==> src/pip_pkg.sv <==
// Shared types and constants for the even-odd point-in-polygon block.
// No dependencies; imported by pip_edge, point_in_polygon_even_odd and the testbench.
package pip_pkg;

	// Fixed widths of the request and response fields
	localparam int COORD_W = 16;
	localparam int COUNT_W = 7;

	// Request mode codes
	localparam logic MODE_VERTEX = 1'b0;
	localparam logic MODE_QUERY  = 1'b1;

	typedef struct packed {
		logic                      mode;
		logic                      restart;
		logic signed [COORD_W-1:0] coord_x;
		logic signed [COORD_W-1:0] coord_y;
	} req_t;

	typedef struct packed {
		logic               inside_res;
		logic [COUNT_W-1:0] crossing_count;
		logic               truncated;
	} rsp_t;

	// Operation of the shared edge multiplier
	typedef enum logic [1:0] {
		EOP_IDLE = 2'b00,
		EOP_LHS  = 2'b01,
		EOP_RHS  = 2'b10
	} edge_op_t;

endpackage

==> src/pip_vstore.sv <==
// Vertex store: one write port, one registered read port, no reset on the array.
// Depends on nothing; instantiated by point_in_polygon_even_odd.
module pip_vstore #(
	parameter int DEPTH = 64,
	parameter int CB    = 16,
	parameter int AW    = 6
) (
	input  logic                 clk,
	input  logic                 we,
	input  logic [AW-1:0]        waddr,
	input  logic signed [CB-1:0] wx,
	input  logic signed [CB-1:0] wy,
	input  logic                 re,
	input  logic [AW-1:0]        raddr,
	output logic signed [CB-1:0] rx,
	output logic signed [CB-1:0] ry
);

	logic [2*CB-1:0] mem [DEPTH];
	logic [2*CB-1:0] rdata_q;

	// Write port
	always_ff @(posedge clk) begin
		if (we) begin
			mem[waddr] <= {wx, wy};
		end
	end

	// Read port, data holds until the next read
	always_ff @(posedge clk) begin
		if (re) begin
			rdata_q <= mem[raddr];
		end
	end

	assign rx = rdata_q[2*CB-1:CB];
	assign ry = rdata_q[CB-1:0];

endmodule

==> src/pip_edge.sv <==
// Shared edge unit: one signed multiplier used twice per edge, then a compare.
// Depends on pip_pkg for the operation code.
module pip_edge
	import pip_pkg::*;
#(
	parameter int CB = 16
) (
	input  logic                 clk,
	input  edge_op_t             op,
	input  logic signed [CB-1:0] ax,
	input  logic signed [CB-1:0] ay,
	input  logic signed [CB-1:0] bx,
	input  logic signed [CB-1:0] by,
	input  logic signed [CB-1:0] px,
	input  logic signed [CB-1:0] py,
	output logic                 hit
);

	localparam int DW = CB + 1;
	localparam int PW = 2 * DW;

	logic signed [DW-1:0] mul_a;
	logic signed [DW-1:0] mul_b;
	logic signed [PW-1:0] prod;
	logic signed [PW-1:0] lhs_q;
	logic signed [PW-1:0] rhs_q;
	logic                 strad_q;
	logic                 up_q;

	// Operand select: (px-ax)*(by-ay) or (py-ay)*(bx-ax)
	always_comb begin
		case (op)
			EOP_LHS: begin
				mul_a = DW'(px) - DW'(ax);
				mul_b = DW'(by) - DW'(ay);
			end
			EOP_RHS: begin
				mul_a = DW'(py) - DW'(ay);
				mul_b = DW'(bx) - DW'(ax);
			end
			default: begin
				mul_a = '0;
				mul_b = '0;
			end
		endcase
	end

	assign prod = mul_a * mul_b;

	// Product registers; straddle and direction taken with the first product
	always_ff @(posedge clk) begin
		case (op)
			EOP_LHS: begin
				lhs_q   <= prod;
				strad_q <= ((ay <= py) && (by > py)) || ((by <= py) && (ay > py));
				up_q    <= by > ay;
			end
			EOP_RHS: begin
				rhs_q <= prod;
			end
			default: begin
			end
		endcase
	end

	// Downward edge flips the comparison
	assign hit = strad_q && (up_q ? (lhs_q < rhs_q) : (lhs_q > rhs_q));

endmodule

==> src/point_in_polygon_even_odd.sv <==
// Even-odd point-in-polygon test: top level with the sequencer and the result register.
// Depends on pip_pkg, pip_vstore and pip_edge.
//
// A vertex request (mode 0) appends to a store of MAX_VERTICES entries; restart empties
// the polygon first, and a vertex beyond the store is dropped and sets the truncated flag.
// A query request (mode 1) walks every edge, the closing one included, and yields one
// response. A query holds the request side until its response is loaded into the output
// register, which happens only once the previous response there has been taken. One
// shared multiplier forms the two cross products of each edge in states S_E1 and S_E2,
// and S_E3 compares and counts, while the next vertex is read from the store's single
// read port. A finished response waits in an output register, and vertex requests are
// taken while it waits. The store needs no clearing after reset.
module point_in_polygon_even_odd
	import pip_pkg::*;
#(
	parameter int MAX_VERTICES = 64,
	parameter int COORD_BITS   = 16
) (
	input  logic clk,
	input  logic arst_n,
	input  logic req_valid,
	output logic req_stall,
	input  req_t req,
	output logic rsp_valid,
	input  logic rsp_stall,
	output rsp_t rsp
);

	localparam int CB = COORD_BITS;
	localparam int CW = $clog2(MAX_VERTICES + 1);
	localparam int AW = $clog2(MAX_VERTICES);

	typedef enum logic [6:0] {
		S_IDLE  = 7'b0000001,
		S_LOAD0 = 7'b0000010,
		S_LOADB = 7'b0000100,
		S_E1    = 7'b0001000,
		S_E2    = 7'b0010000,
		S_E3    = 7'b0100000,
		S_DONE  = 7'b1000000
	} st_t;

	st_t                  state_q;
	logic [CW-1:0]        cnt_q;
	logic                 ovf_q;
	logic [CW-1:0]        idx_q;
	logic [CW-1:0]        cross_q;
	logic                 rsp_valid_q;
	rsp_t                 rsp_q;
	logic signed [CB-1:0] px_q, py_q;
	logic signed [CB-1:0] fx_q, fy_q;
	logic signed [CB-1:0] ax_q, ay_q, bx_q, by_q;

	logic                 acc, acc_vtx, acc_qry;
	logic signed [31:0]   cx32, cy32;
	logic signed [CB-1:0] cx, cy;
	logic [CW-1:0]        base_cnt;
	logic                 store_full;
	logic                 mem_we, mem_re;
	logic [AW-1:0]        mem_raddr;
	logic signed [CB-1:0] rd_x, rd_y;
	logic [CW-1:0]        idx_inc;
	logic [CW:0]          idx_two;
	logic                 more_rd;
	logic                 last_edge;
	logic                 rsp_free;
	logic [31:0]          cross32;
	edge_op_t             eop;
	logic                 hit;

	// Request decode
	assign req_stall = (state_q != S_IDLE);
	assign acc       = req_valid && !req_stall;
	assign acc_vtx   = acc && (req.mode == MODE_VERTEX);
	assign acc_qry   = acc && (req.mode == MODE_QUERY);

	// Coordinates to COORD_BITS two's complement
	assign cx32 = 32'(req.coord_x);
	assign cy32 = 32'(req.coord_y);
	assign cx   = cx32[CB-1:0];
	assign cy   = cy32[CB-1:0];

	// Append slot
	assign base_cnt   = req.restart ? '0 : cnt_q;
	assign store_full = (base_cnt == CW'(MAX_VERTICES));
	assign mem_we     = acc_vtx && !store_full;

	// Edge walk indexes
	assign idx_inc   = idx_q + CW'(1);
	assign idx_two   = {1'b0, idx_q} + (CW+1)'(2);
	assign more_rd   = idx_two < {1'b0, cnt_q};
	assign last_edge = (idx_inc == cnt_q);

	// Store read control
	always_comb begin
		mem_re    = 1'b0;
		mem_raddr = '0;
		case (state_q)
			S_IDLE: begin
				mem_re = acc_qry && (cnt_q != '0);
			end
			S_LOAD0: begin
				mem_re    = (cnt_q > CW'(1));
				mem_raddr = AW'(1);
			end
			S_E1: begin
				mem_re    = more_rd;
				mem_raddr = idx_two[AW-1:0];
			end
			default: begin
			end
		endcase
	end

	// Multiplier operation per state
	always_comb begin
		case (state_q)
			S_E1:    eop = EOP_LHS;
			S_E2:    eop = EOP_RHS;
			default: eop = EOP_IDLE;
		endcase
	end

	pip_vstore #(
		.DEPTH (MAX_VERTICES),
		.CB    (CB),
		.AW    (AW)
	) u_store (
		.clk   (clk),
		.we    (mem_we),
		.waddr (base_cnt[AW-1:0]),
		.wx    (cx),
		.wy    (cy),
		.re    (mem_re),
		.raddr (mem_raddr),
		.rx    (rd_x),
		.ry    (rd_y)
	);

	pip_edge #(
		.CB (CB)
	) u_edge (
		.clk (clk),
		.op  (eop),
		.ax  (ax_q),
		.ay  (ay_q),
		.bx  (bx_q),
		.by  (by_q),
		.px  (px_q),
		.py  (py_q),
		.hit (hit)
	);

	assign rsp_free = !rsp_valid_q || !rsp_stall;

	// Sequencer and polygon bookkeeping
	always_ff @(posedge clk or negedge arst_n) begin
		if (!arst_n) begin
			state_q     <= S_IDLE;
			cnt_q       <= '0;
			ovf_q       <= 1'b0;
			idx_q       <= '0;
			cross_q     <= '0;
			rsp_valid_q <= 1'b0;
		end else begin
			// response register: load a finished query, else drain when taken
			if (state_q == S_DONE && rsp_free) begin
				rsp_valid_q <= 1'b1;
			end else if (rsp_valid_q && !rsp_stall) begin
				rsp_valid_q <= 1'b0;
			end
			case (state_q)
				S_IDLE: begin
					if (acc_vtx) begin
						if (store_full) begin
							ovf_q <= 1'b1;
						end else begin
							cnt_q <= base_cnt + CW'(1);
							ovf_q <= req.restart ? 1'b0 : ovf_q;
						end
					end else if (acc_qry) begin
						idx_q   <= '0;
						cross_q <= '0;
						state_q <= (cnt_q == '0) ? S_DONE : S_LOAD0;
					end
				end
				S_LOAD0: begin
					state_q <= (cnt_q == CW'(1)) ? S_E1 : S_LOADB;
				end
				S_LOADB: begin
					state_q <= S_E1;
				end
				S_E1: begin
					state_q <= S_E2;
				end
				S_E2: begin
					state_q <= S_E3;
				end
				S_E3: begin
					cross_q <= cross_q + CW'(hit);
					idx_q   <= idx_inc;
					state_q <= last_edge ? S_DONE : S_E1;
				end
				S_DONE: begin
					if (rsp_free) begin
						state_q <= S_IDLE;
					end
				end
				default: begin
					state_q <= S_IDLE;
				end
			endcase
		end
	end

	assign cross32 = 32'(cross_q);

	// Query point, first vertex, current edge and response payload
	always_ff @(posedge clk) begin
		if (acc_qry) begin
			px_q <= cx;
			py_q <= cy;
		end
		case (state_q)
			S_LOAD0: begin
				fx_q <= rd_x;
				fy_q <= rd_y;
				ax_q <= rd_x;
				ay_q <= rd_y;
				bx_q <= rd_x;
				by_q <= rd_y;
			end
			S_LOADB: begin
				bx_q <= rd_x;
				by_q <= rd_y;
			end
			S_E3: begin
				ax_q <= bx_q;
				ay_q <= by_q;
				bx_q <= more_rd ? rd_x : fx_q;
				by_q <= more_rd ? rd_y : fy_q;
			end
			S_DONE: begin
				if (rsp_free) begin
					rsp_q.inside_res     <= cross_q[0];
					rsp_q.crossing_count <= cross32[COUNT_W-1:0];
					rsp_q.truncated      <= ovf_q;
				end
			end
			default: begin
			end
		endcase
	end

	assign rsp_valid = rsp_valid_q;
	assign rsp       = rsp_q;

	// Checks
	a_cnt_bound: assert property (@(posedge clk) disable iff (!arst_n)
		cnt_q <= CW'(MAX_VERTICES))
		else $error("vertex count above store depth");

	a_ovf_rise: assert property (@(posedge clk) disable iff (!arst_n)
		$rose(ovf_q) |-> $past(acc_vtx && store_full))
		else $error("truncation flag set without a dropped vertex");

	a_cross_bound: assert property (@(posedge clk) disable iff (!arst_n)
		cross_q <= idx_q)
		else $error("more crossings than edges visited");

	a_done_load: assert property (@(posedge clk) disable iff (!arst_n)
		(state_q == S_DONE && rsp_free) |=> (rsp_valid_q && state_q == S_IDLE))
		else $error("finished query not handed to the response register");

endmodule

==> config.mk <==
export PLATFORM = sky130hd
export DESIGN_NAME = point_in_polygon_even_odd
export DESIGN_NICKNAME = d
export VERILOG_FILES = /design/src/pip_pkg.sv /design/src/pip_vstore.sv /design/src/pip_edge.sv /design/src/point_in_polygon_even_odd.sv
export SDC_FILE = /design/constraint.sdc
export NUM_CORES = 2
export LEC_CHECK = 0
export BUFFER_PORTS_ARGS = -buffer_cell sky130_fd_sc_hd__buf_2
export CAP_MARGIN = 20
export CORE_MARGIN = 2
export CORE_UTILIZATION = 50
export CTS_CLUSTER_SIZE = 40
export DETAILED_ROUTE_END_ITERATION = 8
export GPL_ROUTABILITY_DRIVEN = 0
export GPL_TIMING_DRIVEN = 0
export HOLD_SLACK_MARGIN = 0.02
export PLACE_DENSITY = 0.68
export SLEW_MARGIN = 20
export SYNTH_ARGS = -nofsm -noshare
export SYNTH_HDL_FRONTEND = slang
export SYNTH_SLANG_ARGS = --single-unit
export TNS_END_PERCENT = 100
==> constraint.sdc <==
create_clock -name clk -period 7.85 [get_ports clk]
set_input_delay 1.57 -clock clk [delete_from_list [all_inputs] [get_ports clk]]
set_output_delay 1.57 -clock clk [all_outputs]
set_load 0.03 [all_outputs]
==> run_results.csv <==
group,metric,value,unit
critical_path,slowest_stage,"fa_1",
synth,syn-num-nets,6392,
critical_path,cpPeakStageDelay,0.54,ns
global_route,grt_pass1_vias,57400,
global_route,antenna_found_initial,26,
global_route,grtUsageTotal,27.1,%
flow_run,cap_violations,0,
final_layout,nFillCells,15000,
global_route,overflow,0,
critical_path,crit_arrival,8.70,ns
worst_hold_path,worstHoldStart,"cross_q[5]",
synth,synth_compound_area_share,3.45,%
critical_path,path_max_fanout,5,
floorplanning,io_pins,49,
timing,finalSetupViolCount,20,
drt,wire_per_inst,31.0,um
clock_tree,cts.path.max_buffers,3,
drt,drc,0,
final_layout,layout-drive-gt1-share,24.4,%
placement,dp_cells,8672,
placement,port_buffers,47,
critical_path,startpoint,"ax_q[1]",
power,leakagePower,41.6,nW
worst_hold_path,hold_path.class,"flip-flop to flip-flop",
placement,placed_cell_area,0.110,mm^2
clock_tree,cts.sinks,2316,
critical_path,critPathLaunchType,"flip-flop",
global_route,grt_max_degree,66,
synth,syn_inst,5839,
status,outcome,"finished, violations left",
drt,first_pass_iters,6,
synth,seq_area_frac_synth,67.3,%
synth,synth.area.top_cells,"edfxtp_1, mux4_2, fa_1, ha_1, nand2_1",
timing,fmax,0.124,GHz
floorplanning,rows,166,
critical_path,worstSetupPathType,"flip-flop to flip-flop",
placement,dp_hpwl,196000,um
critical_path,cpMostUsedCell,"fa_1",
timing,relSlewSlack,9.52,%
clock_tree,clk_latency,0.91,ns
clock_tree,cts_hold_buf,0,
synth,synth_edf_count,2286,
synth,synth_fa_ha_area_share,8.43,%
floorplanning,die_h,458,um
synth,synth_top_area_share,66.5,%
final_layout,final_cells,9213,
status,failed_checks,"setup timing",
synth,syn_area,0.103,mm^2
final_layout,final_nets,6861,
synth,yosys_warnings,0,
synth,synth_top_cell_by_area,"edfxtp_1",
synth,synth_simple_gate_area_share,4.80,%
power,power.density,221,mW/mm^2
timing,layout_setup_ws,-0.234,ns
synth,synthMuxAreaShare,12.5,%
synth,ys_seq_elements,2316,
floorplanning,dieArea,0.210,mm^2
synth,syn_avg_cell_area,17.7,um^2
synth,yosysUniqueCellTypes,86,
clock_tree,clockRootBuffer,"clkbuf_16",
timing,rsz0062_at_grt,"true",
critical_path,critPathCaptureType,"flip-flop",
drt,ant_nets,0,
timing,worst_slew_pin_slew,1.36,ns
final_layout,final_util,58.3,%
critical_path,crit_buf_inv,7,
critical_path,crit_family,"adder cells",
final_layout,multi_input_area,0.0327,mm^2
global_route,grt_pass1_wl,407000,um
final_layout,seqCellArea,0.0694,mm^2
synth,async_flop_share,1.30,%
clock_tree,tritoncts,"done",
synth,synth_top_family_by_area,"multiplexers",
clock_tree,cts_buffers,226,
floorplanning,fp.dieW,458,um
final_layout,syn_to_final_growth,15.7,%
drt,vias,57400,
power,peakVddDrop,0.240,mV
critical_path,rr_startpoint,"ax_q[1]",
timing,finalHoldViolations,0,
clock_tree,path_clk_slew,0.06,ns
synth,synth_xor_area_share,0.781,%
drt,avgViaCountPerCell,6.23,
timing,fin_skew,0.119,ns
floorplanning,initial_core_util,50.4,%
clock_tree,h-tree-depth,4,
critical_path,critPathRequiredTime,8.47,ns
timing,setup_tns,-1.41,ns
timing,fin_crit,8.08,ns
timing,slew_violations,0,
floorplanning,core,0.205,mm^2
drt,drt_iter0_markers,8325,
drt,wirelength,285000,um
synth,ys.flop_type,"edfxtp_1",
final_layout,fin_area,0.119,mm^2
timing,post-route-period-util,103,%
logic make-up after synthesis:
logic type / Yosys count
flops: 2316
simple gates: 1071
buf+inv: 691
mux: 646
fa+ha+maj: 515
compound gates: 508
xor+xnor: 92
where the power goes:
part | switching (mW) | internal, mW | total, mW
Combinational | 1.11 | 0.633 | 1.74
Clock | 4.79 | 6.03 | 10.8
Sequential | 0.0777 | 13.8 | 13.8
Total | 5.98 | 20.4 | 26.4
layout by cell type (no fill, tap or decap), types with 67 or more instances in the layout:
cell type / n
fa_1: 289
nand2_1: 461
ha_1: 191
nand3_1: 67
nor2_4: 69
clkbuf_16: 229
buf_4: 168
mux2i_1: 99
nor2_1: 152
inv_1: 421
clkbuf_1: 109
mux4_2: 512
o22ai_1: 72
buf_2: 119
edfxtp_1: 2286
through the flow:
stage	total power [mW]	worst slack, ns	hold slack, ns
after floorplan	15.0	0.0457	0.426
after global placement	15.6	-2.36	0.458
after detailed placement	15.7	-2.43	0.473
after CTS	26.4	0.00382	0.443
after global routing	27.1	-0.420	0.468
final	26.4	-0.234	0.458
state kept, by name, summed over array words and instances, names as in the netlist:
name	flops
ax_q	16
ay_q	16
bx_q	16
by_q	16
cnt_q	7
cross_q	7
fx_q	16
fy_q	16
idx_q	7
ovf_q	1
px_q	16
py_q	16
rsp	8
rsp_valid	1
state_q	7
u_edge.lhs_q	34
u_edge.rhs_q	34
u_edge.strad_q	1
u_edge.up_q	1
u_store.mem	2048
u_store.rdata_q	32
cell usage after synthesis (7+ instances only):
library cell,number
nand3_1,72
and4_1,33
o21ai_0,67
edfxtp_1,2286
fa_1,300
a211oi_1,39
xor2_1,27
a21oi_1,77
ha_1,215
or3_1,26
o21bai_1,9
and3_1,18
nand2b_1,48
nand2_1,463
buf_4,32
a31oi_1,10
a21o_1,49
nor4_1,8
nor2_1,231
or2_2,9
a32oi_1,65
nand3b_1,7
a22oi_1,8
o21a_1,24
o31ai_1,11
buf_1,19
a22o_1,8
buf_2,103
mux4_2,512
nor3_1,51
and2_1,30
mux2i_1,100
inv_1,432
mux2_2,34
clkbuf_1,101
xnor2_1,65
dfrtp_1,29
o22ai_1,76
nand4_1,23
nor2b_1,29
layout make-up:
class | count | area share, %
Timing Repair Buffer | 248 | 2.78
Clock inverter | 151 | 1.30
Clock buffer | 277 | 4.95
Inverter | 434 | 1.38
Buffer | 250 | 1.19
Sequential cell | 2316 | 58.1
Multi-Input combinational cell | 2832 | 27.4
Antenna cell | 17 | 0.0356
Tap cell | 2688 | 2.82
repair_timing:
action,in CTS,in global routing
buffers inserted,79,24
gates resized for setup,258,76
pin swaps,80,30
setup endpoints to repair,50,34
worst paths after layout:
path | slack, ns | to | depth (start not counted)
worst min-delay path | 0.46 | rsp[6] | 0
worst max register to register | -0.23 | u_edge.lhs_q[31] | 29
min in group asynchronous | 0.75 | cross_q[4] | 1
max in group asynchronous | 6.47 | state_q[3] | 1
worst min register to register | 0.46 | rsp[6] | 0
worst max-delay path | -0.23 | u_edge.lhs_q[31] | 29
per-layer routing:
layer	GRT usage [%]	routed length, um
met4	12.4	15300
met5	0	30
met2	43.6	136000
met3	5.22	27300
met1	36.2	107000
Note: power is estimated with default switching activity, not from simulation.
